<file path="src/design/sol_pkg.sv">
// Shared types and constants of the stacking order list.
// No dependencies; compiled first.
package sol_pkg;

    localparam int OP_W     = 3;
    localparam int SLOT_W   = 5;
    localparam int STATUS_W = 2;

    typedef enum logic [OP_W-1:0] {
        OP_REMOVE = 3'd0,
        OP_TOP    = 3'd1,
        OP_BOTTOM = 3'd2,
        OP_ABOVE  = 3'd3,
        OP_BELOW  = 3'd4,
        OP_QUERY  = 3'd5
    } op_t;

    typedef enum logic [STATUS_W-1:0] {
        ST_OK     = 2'd0,
        ST_MEMBER = 2'd1,
        ST_REF    = 2'd2
    } status_t;

    typedef enum logic [2:0] {
        S_IDLE,
        S_READ,
        S_WR1,
        S_WR2,
        S_FIN
    } state_t;

    typedef struct packed {
        logic in_ready;
        logic rd_en;
        logic wr1;
        logic wr2;
        logic finish;
    } ctrl_t;

endpackage

</file>
<file path="src/design/sol_if.sv">
// Request and response channel interfaces of the stacking order list.
// Depends on sol_pkg for field widths.
interface sol_req_if;
    import sol_pkg::*;
    logic              valid;
    logic              ready;
    logic [OP_W-1:0]   op;
    logic [SLOT_W-1:0] slot;
    logic [SLOT_W-1:0] reference_slot;

    modport source (output valid, output op, output slot, output reference_slot, input ready);
    modport sink   (input valid, input op, input slot, input reference_slot, output ready);
endinterface

interface sol_rsp_if;
    import sol_pkg::*;
    logic                valid;
    logic                ready;
    logic [STATUS_W-1:0] status;
    logic                is_member;
    logic [SLOT_W-1:0]   top_slot;
    logic [SLOT_W-1:0]   bottom_slot;
    logic                list_empty;

    modport source (output valid, output status, output is_member, output top_slot,
                    output bottom_slot, output list_empty, input ready);
    modport sink   (input valid, input status, input is_member, input top_slot,
                    input bottom_slot, input list_empty, output ready);
endinterface

</file>
<file path="src/design/sol_ram.sv">
// Generic RAM: one write port, one read port, registered read data.
// No dependencies.
module sol_ram #(
    parameter int WIDTH = 8,
    parameter int DEPTH = 32,
    localparam int AW = (DEPTH > 1) ? $clog2(DEPTH) : 1
) (
    input  logic             clk,
    input  logic             we,
    input  logic [AW-1:0]    waddr,
    input  logic [WIDTH-1:0] wdata,
    input  logic             re,
    input  logic [AW-1:0]    raddr,
    output logic [WIDTH-1:0] rdata
);

    logic [WIDTH-1:0] mem [DEPTH];
    logic [WIDTH-1:0] rdata_reg;

    always_ff @(posedge clk)
    begin
        if (we)
        begin
            mem[waddr] <= wdata;
        end
        if (re)
        begin
            rdata_reg <= mem[raddr];
        end
    end

    assign rdata = rdata_reg;

endmodule

</file>
<file path="src/design/sol_fsm.sv">
// Request sequencer: idle, link read, two link write phases, finish.
// Depends on sol_pkg (state_t, ctrl_t).
module sol_fsm
    import sol_pkg::*;
(
    input  logic  clk,
    input  logic  rst_n,
    input  logic  req_fire,
    input  logic  change,
    input  logic  out_free,
    output ctrl_t ctrl
);

    state_t state_reg, state_next;

    always_ff @(posedge clk or negedge rst_n)
    begin
        if (!rst_n)
        begin
            state_reg <= S_IDLE;
        end
        else
        begin
            state_reg <= state_next;
        end
    end

    always_comb
    begin
        state_next = state_reg;
        unique case (state_reg)
            S_IDLE:
            begin
                if (req_fire)
                begin
                    state_next = change ? S_READ : S_FIN;
                end
            end
            S_READ:  state_next = S_WR1;
            S_WR1:   state_next = S_WR2;
            S_WR2:   state_next = S_FIN;
            S_FIN:
            begin
                if (out_free)
                begin
                    state_next = S_IDLE;
                end
            end
            default: state_next = S_IDLE;
        endcase
    end

    always_comb
    begin
        ctrl          = '0;
        ctrl.in_ready = (state_reg == S_IDLE);
        ctrl.rd_en    = (state_reg == S_READ);
        ctrl.wr1      = (state_reg == S_WR1);
        ctrl.wr2      = (state_reg == S_WR2);
        ctrl.finish   = (state_reg == S_FIN) && out_free;
    end

endmodule

</file>
<file path="src/design/stacking_order_list_top.sv">
// Top level of the stacking order list: end registers, membership bits,
// link RAMs and response register. Depends on sol_pkg, sol_if, sol_ram, sol_fsm.
//
// Keeps a bottom-to-top list over SLOT_COUNT slots. Each request returns one
// response. A request that changes the list (valid remove or insert) goes from
// acceptance to the response register through one read of the link RAMs, two
// write phases and a finish state that waits for a free response register.
// There are two write phases because each of the above and below link RAMs has
// a single write port, and an insert writes up to two entries of each of them.
// A query or a rejected request goes straight to the finish state. The request
// channel is ready only between requests. A response waiting in the output
// register does not block the next request's link updates.
module stacking_order_list_top
    import sol_pkg::*;
#(
    parameter int SLOT_COUNT = 32
) (
    input  logic      clk,
    input  logic      rst_n,
    sol_req_if.sink   req,
    sol_rsp_if.source rsp
);

    localparam int LW = $clog2(SLOT_COUNT + 1);
    localparam int AW = $clog2(SLOT_COUNT);
    localparam logic [LW-1:0] NO_SLOT = LW'(SLOT_COUNT);

    ctrl_t ctrl;
    logic  req_fire, out_free, change;

    logic [SLOT_COUNT-1:0] member_reg;
    logic [LW-1:0]         lowest_reg, highest_reg;
    op_t                   op_reg;
    logic [LW-1:0]         w_reg, x_reg;
    logic                  s_ok_reg;
    status_t               status_reg;

    logic    s_ok, r_ok, s_mem, r_mem;
    status_t status_new;

    logic          a_we, b_we, rd_en;
    logic [LW-1:0] a_waddr, b_waddr, a_wdata, b_wdata, rd_addr;
    logic [LW-1:0] a_rd, b_rd;

    logic                rsp_valid_reg;
    logic [STATUS_W-1:0] rsp_status_reg;
    logic                rsp_member_reg, rsp_empty_reg;
    logic [SLOT_W-1:0]   rsp_top_reg, rsp_bottom_reg;

    assign req_fire  = req.valid && ctrl.in_ready;
    assign req.ready = ctrl.in_ready;
    assign out_free  = !rsp_valid_reg || rsp.ready;

    // request checks against current membership
    always_comb
    begin
        s_ok  = (32'(req.slot) < SLOT_COUNT);
        r_ok  = (32'(req.reference_slot) < SLOT_COUNT);
        s_mem = s_ok && member_reg[AW'(req.slot)];
        r_mem = r_ok && member_reg[AW'(req.reference_slot)] && (req.reference_slot != req.slot);
        status_new = ST_OK;
        change     = 1'b0;
        unique case (req.op)
            OP_REMOVE:
            begin
                status_new = s_mem ? ST_OK : ST_MEMBER;
                change     = s_mem;
            end
            OP_TOP, OP_BOTTOM:
            begin
                status_new = (s_ok && !s_mem) ? ST_OK : ST_MEMBER;
                change     = s_ok && !s_mem;
            end
            OP_ABOVE, OP_BELOW:
            begin
                if (!s_ok || s_mem)
                begin
                    status_new = ST_MEMBER;
                end
                else if (!r_mem)
                begin
                    status_new = ST_REF;
                end
                else
                begin
                    change = 1'b1;
                end
            end
            default:
            begin
                status_new = ST_OK;
                change     = 1'b0;
            end
        endcase
    end

    sol_fsm u_fsm (
        .clk      (clk),
        .rst_n    (rst_n),
        .req_fire (req_fire),
        .change   (change),
        .out_free (out_free),
        .ctrl     (ctrl)
    );

    always_ff @(posedge clk)
    begin
        if (req_fire)
        begin
            op_reg     <= op_t'(req.op);
            w_reg      <= LW'(req.slot);
            x_reg      <= LW'(req.reference_slot);
            s_ok_reg   <= s_ok;
            status_reg <= status_new;
        end
    end

    // link RAM port control
    assign rd_en   = ctrl.rd_en && (op_reg == OP_REMOVE || op_reg == OP_ABOVE
                                    || op_reg == OP_BELOW);
    assign rd_addr = (op_reg == OP_REMOVE) ? w_reg : x_reg;

    always_comb
    begin
        a_we    = 1'b0;
        b_we    = 1'b0;
        a_waddr = w_reg;
        b_waddr = w_reg;
        a_wdata = NO_SLOT;
        b_wdata = NO_SLOT;
        if (ctrl.wr1)
        begin
            unique case (op_reg)
                OP_REMOVE:
                begin
                    b_we    = (a_rd < NO_SLOT);
                    b_waddr = a_rd;
                    b_wdata = b_rd;
                    a_we    = (b_rd < NO_SLOT);
                    a_waddr = b_rd;
                    a_wdata = a_rd;
                end
                OP_TOP:
                begin
                    a_we    = 1'b1;
                    a_wdata = NO_SLOT;
                    b_we    = 1'b1;
                    b_wdata = highest_reg;
                end
                OP_BOTTOM:
                begin
                    b_we    = 1'b1;
                    b_wdata = NO_SLOT;
                    a_we    = 1'b1;
                    a_wdata = lowest_reg;
                end
                OP_ABOVE:
                begin
                    b_we    = (a_rd < NO_SLOT);
                    b_waddr = a_rd;
                    b_wdata = w_reg;
                    a_we    = 1'b1;
                    a_wdata = a_rd;
                end
                OP_BELOW:
                begin
                    a_we    = (b_rd < NO_SLOT);
                    a_waddr = b_rd;
                    a_wdata = w_reg;
                    b_we    = 1'b1;
                    b_wdata = b_rd;
                end
                default:
                begin
                    a_we = 1'b0;
                    b_we = 1'b0;
                end
            endcase
        end
        else if (ctrl.wr2)
        begin
            unique case (op_reg)
                OP_TOP:
                begin
                    a_we    = (highest_reg < NO_SLOT);
                    a_waddr = highest_reg;
                    a_wdata = w_reg;
                end
                OP_BOTTOM:
                begin
                    b_we    = (lowest_reg < NO_SLOT);
                    b_waddr = lowest_reg;
                    b_wdata = w_reg;
                end
                OP_ABOVE:
                begin
                    a_we    = 1'b1;
                    a_waddr = x_reg;
                    a_wdata = w_reg;
                    b_we    = 1'b1;
                    b_wdata = x_reg;
                end
                OP_BELOW:
                begin
                    b_we    = 1'b1;
                    b_waddr = x_reg;
                    b_wdata = w_reg;
                    a_we    = 1'b1;
                    a_wdata = x_reg;
                end
                default:
                begin
                    a_we = 1'b0;
                    b_we = 1'b0;
                end
            endcase
        end
    end

    sol_ram #(.WIDTH(LW), .DEPTH(SLOT_COUNT)) u_above_ram (
        .clk   (clk),
        .we    (a_we),
        .waddr (AW'(a_waddr)),
        .wdata (a_wdata),
        .re    (rd_en),
        .raddr (AW'(rd_addr)),
        .rdata (a_rd)
    );

    sol_ram #(.WIDTH(LW), .DEPTH(SLOT_COUNT)) u_below_ram (
        .clk   (clk),
        .we    (b_we),
        .waddr (AW'(b_waddr)),
        .wdata (b_wdata),
        .re    (rd_en),
        .raddr (AW'(rd_addr)),
        .rdata (b_rd)
    );

    // ends and membership settle in the second write phase; read data still held
    always_ff @(posedge clk or negedge rst_n)
    begin
        if (!rst_n)
        begin
            member_reg  <= '0;
            lowest_reg  <= NO_SLOT;
            highest_reg <= NO_SLOT;
        end
        else if (ctrl.wr2)
        begin
            unique case (op_reg)
                OP_REMOVE:
                begin
                    member_reg[AW'(w_reg)] <= 1'b0;
                    if (lowest_reg == w_reg)
                    begin
                        lowest_reg <= a_rd;
                    end
                    if (highest_reg == w_reg)
                    begin
                        highest_reg <= b_rd;
                    end
                end
                OP_TOP:
                begin
                    member_reg[AW'(w_reg)] <= 1'b1;
                    highest_reg <= w_reg;
                    if (lowest_reg >= NO_SLOT)
                    begin
                        lowest_reg <= w_reg;
                    end
                end
                OP_BOTTOM:
                begin
                    member_reg[AW'(w_reg)] <= 1'b1;
                    lowest_reg <= w_reg;
                    if (highest_reg >= NO_SLOT)
                    begin
                        highest_reg <= w_reg;
                    end
                end
                OP_ABOVE:
                begin
                    member_reg[AW'(w_reg)] <= 1'b1;
                    if (highest_reg == x_reg)
                    begin
                        highest_reg <= w_reg;
                    end
                end
                OP_BELOW:
                begin
                    member_reg[AW'(w_reg)] <= 1'b1;
                    if (lowest_reg == x_reg)
                    begin
                        lowest_reg <= w_reg;
                    end
                end
                default:
                begin
                    member_reg <= member_reg;
                end
            endcase
        end
    end

    // response register
    always_ff @(posedge clk or negedge rst_n)
    begin
        if (!rst_n)
        begin
            rsp_valid_reg <= 1'b0;
        end
        else if (ctrl.finish)
        begin
            rsp_valid_reg <= 1'b1;
        end
        else if (rsp.ready)
        begin
            rsp_valid_reg <= 1'b0;
        end
    end

    always_ff @(posedge clk)
    begin
        if (ctrl.finish)
        begin
            rsp_status_reg <= status_reg;
            rsp_member_reg <= s_ok_reg && member_reg[AW'(w_reg)];
            rsp_top_reg    <= (highest_reg < NO_SLOT) ? SLOT_W'(highest_reg) : '0;
            rsp_bottom_reg <= (lowest_reg < NO_SLOT) ? SLOT_W'(lowest_reg) : '0;
            rsp_empty_reg  <= (lowest_reg >= NO_SLOT);
        end
    end

    assign rsp.valid       = rsp_valid_reg;
    assign rsp.status      = rsp_status_reg;
    assign rsp.is_member   = rsp_member_reg;
    assign rsp.top_slot    = rsp_top_reg;
    assign rsp.bottom_slot = rsp_bottom_reg;
    assign rsp.list_empty  = rsp_empty_reg;

endmodule
</file>
<file path="src/flat_wrapper.sv">
// flat-port wrapper written by rule: the top's interface ports become plain ports
module stacking_order_list_top_flat import sol_pkg::*;
#(
    parameter int SLOT_COUNT = 32
)
  (clk, rst_n, req_valid, req_op, req_slot, req_reference_slot, req_ready, rsp_valid, rsp_status, rsp_is_member, rsp_top_slot, rsp_bottom_slot, rsp_list_empty, rsp_ready);
  sol_req_if req_i ();
  sol_rsp_if rsp_i ();
  input  logic clk;
  input  logic rst_n;
  input wire logic [$bits(req_i.valid)-1:0] req_valid;
  input wire logic [$bits(req_i.op)-1:0] req_op;
  input wire logic [$bits(req_i.slot)-1:0] req_slot;
  input wire logic [$bits(req_i.reference_slot)-1:0] req_reference_slot;
  output wire logic [$bits(req_i.ready)-1:0] req_ready;
  output wire logic [$bits(rsp_i.valid)-1:0] rsp_valid;
  output wire logic [$bits(rsp_i.status)-1:0] rsp_status;
  output wire logic [$bits(rsp_i.is_member)-1:0] rsp_is_member;
  output wire logic [$bits(rsp_i.top_slot)-1:0] rsp_top_slot;
  output wire logic [$bits(rsp_i.bottom_slot)-1:0] rsp_bottom_slot;
  output wire logic [$bits(rsp_i.list_empty)-1:0] rsp_list_empty;
  input wire logic [$bits(rsp_i.ready)-1:0] rsp_ready;
  assign req_i.valid = req_valid;
  assign req_i.op = req_op;
  assign req_i.slot = req_slot;
  assign req_i.reference_slot = req_reference_slot;
  assign req_ready = req_i.ready;
  assign rsp_valid = rsp_i.valid;
  assign rsp_status = rsp_i.status;
  assign rsp_is_member = rsp_i.is_member;
  assign rsp_top_slot = rsp_i.top_slot;
  assign rsp_bottom_slot = rsp_i.bottom_slot;
  assign rsp_list_empty = rsp_i.list_empty;
  assign rsp_i.ready = rsp_ready;
  stacking_order_list_top #(.SLOT_COUNT(SLOT_COUNT)) u_core (.clk(clk), .rst_n(rst_n), .req(req_i), .rsp(rsp_i));
endmodule
</file>
<file path="config.mk">
export PLATFORM = sky130hd
export DESIGN_NAME = stacking_order_list_top_flat
export DESIGN_NICKNAME = d
export VERILOG_FILES = /design/src/design/sol_pkg.sv /design/src/design/sol_if.sv /design/src/design/sol_ram.sv /design/src/design/sol_fsm.sv /design/src/design/stacking_order_list_top.sv /design/src/flat_wrapper.sv
export SDC_FILE = /design/constraint.sdc
export NUM_CORES = 1
export LEC_CHECK = 0
export ABC_AREA = 1
export BUFFER_PORTS_ARGS = -buffer_cell sky130_fd_sc_hd__buf_2
export CORE_MARGIN = 2
export CORE_UTILIZATION = 30
export CTS_CLUSTER_DIAMETER = 120
export DETAILED_ROUTE_END_ITERATION = 16
export SKIP_CTS_REPAIR_TIMING = 1
export SLEW_MARGIN = 20
export SYNTH_ARGS = -nofsm -noshare
export SYNTH_HDL_FRONTEND = slang
export SYNTH_SLANG_ARGS = --single-unit
</file>
<file path="constraint.sdc">
create_clock -name clk -period 9.5 [get_ports clk]
set_clock_uncertainty 0.15 [all_clocks]
set_input_delay 1.9 -clock clk [delete_from_list [all_inputs] [get_ports clk]]
set_output_delay 1.9 -clock clk [all_outputs]
set_load 0.03 [all_outputs]
</file>
==> key figures <==
Setup path
  • CP endpoint kind: register
  • Critical Path RT: 9810 ps
  • Worst path arrival time: 5100 ps
  • WS Path Type: reg -> reg
  • CP Max Fanout: 88
  • Type of origin of the critical path: register

Global route
  • Initial antenna violation count: 0
  • Total gr overflow: 0
  • First-pass GRT wire length: 88600 µm
  • Tot GR Track Use: 0.152
  • Largest net degree at the start of global routing: 98
  • Number of global-route vias before repair: 14900

Routing
  • DRT antenna net count: 0
  • DR iter-0 viols: 1652
  • Avg WL per Cell: 19.4 µm
  • Vias per inst: 5.24
  • Drt total wl: 56700 µm
  • Total number of vias: 15300
  • Residual DRC: 0
  • Pre-antenna DRT Iters: 6

Placement
  • Placed Cells: 2828
  • HPWL Detailed: 34700 µm
  • Area after DPL: 22500 µm²
  • Routability cong.: 0.915
  • Number of port buffers: 32

Clock tree
  • CTS Buffer Depth: 3
  • CTS Buf Count: 49
  • CTS tree: yes
  • CTS sink count: 473
  • Clock slew at reported path FFs: 60 ps
  • Root buffer cell: clkbuf_16
  • H-Tree Depth: 2
  • Worst-skew pair later-pin latency: 600 ps

Synthesis
  • Post-synth EDFFs: 425
  • Post-Synthesis Cells: 1945
  • Synthesized area: 21400 µm²
  • Mean area per synthesized cell: 11.0 µm²
  • Syn_nets: 1962
  • Seq/Total Area, Yosys: 0.652
  • Yosys synthesis warning count: 0
  • Share of async-settable or async-resettable flops after synthesis: 0.101
  • Seq cells post-synth: 473
  • Leading register cell type out of synthesis: edfxtp_1
  • Post-synth cell types: 47

Floorplanning
  • CORE AREA: 70400 µm²
  • Chip Width: 271 µm
  • Initial Utilization: 0.304
  • Std cell rows: 97
  • Die Ht: 271 µm
  • Die footprint: 73500 µm²
  • # IOs: 33

Timing
  • Final Slew Violations: 0
  • F_max: 209 MHz
  • Worst-Margin Slew: 1030 ps
  • Setup TNS: 0 ps
  • Final setup fails: 0
  • Worst hold margin: 275 ps
  • RSZ-0062 raised after global routing: false
  • Fin crit share: 0.505
  • Fin crit period: 4790 ps
  • Hold Violations, Final: 0
  • Slew HR: 0.311

Cells and area
  • Register area: 14000 µm²
  • Finished Layout Cells: 2918
  • Nets@finish: 1956
  • Area of the multi-input gates: 6590 µm²
  • Fillers: 6963
  • Area Growth Syn to Fin: 12.7%
  • Biggest regs: u_core.u_above_ram.mem: 192 flops, u_core.u_below_ram.mem: 192 flops
  • Antenna cells: 0
  • Share of layout cells above drive strength 1: 0.129
  • Post-route cell area: 24100 µm²

Min path
  • Hold crit path type: reg -> reg

Power
  • PD cells: 257 nW/µm²
  • Worst vdd ir: 0.124 mV
  • Leak pwr: 0.00866 µW

Run status
  • Status: finished, final reports clean

Job
  • Max-Cap Viols: 0
## critical path, stage by stage (launching register included)
cell and delay (ps):
edfxtp_1 490, nor2_2 450, nand2_2 340, o21ai_4 790, buf_4 750, buf_4 640
or2_2 220, o211ai_1 80, o211ai_1 190, nand3_1 170, nand2_1 100, nand2_1 50
nand2_1 60
## path summary, 6_finish.rpt
check	cells after the start	start	end	slack [ps]
setup / recovery	12	u_core.op_reg[0]	u_core.u_below_ram.rdata[0]	4710
hold / removal	0	u_core.status_reg[0]	u_core.rsp.status[0]	280
setup reg to reg	12	u_core.op_reg[0]	u_core.u_below_ram.rdata[0]	4710
hold reg to reg	0	u_core.status_reg[0]	u_core.rsp.status[0]	280
max in group asynchronous	1	rst_n	u_core.highest_reg[1]	7560
min in group asynchronous	1	rst_n	async pin	1190
## layout by cell type, fill, tap and decap left out, types with 4 or more instances in the layout
| cell | count |
|---|---|
| a211oi_1 | 7 |
| a21oi_1 | 70 |
| a221oi_1 | 8 |
| a22o_1 | 4 |
| a22oi_1 | 6 |
| a31oi_1 | 14 |
| buf_2 | 31 |
| buf_4 | 28 |
| bufinv_16 | 6 |
| clkbuf_1 | 8 |
| clkbuf_16 | 49 |
| clkinv_1 | 10 |
| clkinv_2 | 7 |
| dfrtp_1 | 46 |
| edfxtp_1 | 425 |
| inv_1 | 92 |
| inv_2 | 12 |
| nand2_1 | 242 |
| nand2_2 | 8 |
| nand3_1 | 109 |
| nand4_1 | 5 |
| nor2_1 | 260 |
| nor2_2 | 8 |
| nor3_1 | 10 |
| o211ai_1 | 160 |
| o21ai_0 | 159 |
| o21ai_1 | 23 |
| o21ai_2 | 6 |
| o21bai_1 | 36 |
| o221ai_1 | 5 |
| o22ai_1 | 10 |
| o22ai_2 | 5 |
| or2_2 | 61 |
| xor2_1 | 6 |
## synth_stat cells (6+ instances only)
cell type,count,area share
o22ai_1,15,0.0044
o211ai_1,160,0.056
inv_2,13,0.0023
edfxtp_1,425,0.60
a21oi_1,71,0.017
clkbuf_1,62,0.011
inv_1,92,0.016
buf_2,39,0.0091
nor2_2,7,0.0020
nor2_1,261,0.046
o221ai_1,8,0.0033
o21ai_1,24,0.0056
nor3_1,10,0.0023
a22oi_1,6,0.0021
o21bai_1,36,0.013
dfrtp_1,46,0.054
o21ai_0,160,0.037
nand2_1,242,0.042
nand2_2,8,0.0023
buf_4,11,0.0039
a31oi_1,15,0.0044
a221oi_1,8,0.0033
a211oi_1,7,0.0025
o21ai_2,6,0.0025
nand3_1,109,0.025
xor2_1,6,0.0025
or2_2,61,0.018
## per-layer routing
metal,up-vias,global-route usage,part of all wire
met5,-,0,0
met1,7507,0.212,0.44
met2,678,0.243,0.46
met3,104,0.0288,0.077
met4,0,0.0434,0.021
li1,7014,-,-
## cell type report
type,instances,area share
Inverter,108,0.0169
Multi-Input combinational cell,1248,0.273
Tap cell,940,0.0487
Clock inverter,31,0.0145
Clock buffer,59,0.0532
Timing Repair Buffer,59,0.0151
Sequential cell,473,0.579
## where the power goes
part | internal [µW] | switching, µW | total, µW | leakage [µW]
clock | 1130 | 821 | 1950 | 0.000791
sequential | 2480 | 125 | 2610 | 0.00493
combinational | 460 | 1170 | 1630 | 0.00294
total | 4080 | 2120 | 6190 | 0.00866
## logic make-up after synthesis
group	share of synthesized area
and+or+nand+nor	0.146
AOI/OAI and AO/OA	0.155
DFF	0.652
buffers and inverters	0.0439
xor gates and xnor gates	0.00327
## through the flow
stage                     power (µW)  worst slack (ps)   util
after CTS                       6210              4790  0.343
after global placement          4250              4840  0.320
final                           6190              4710  0.343
after global routing            6500              4320  0.343
after detailed placement        4260              4820  0.320
after floorplan                 3750              6080      -
No activity file was read; power rests on OpenSTA's default activity.
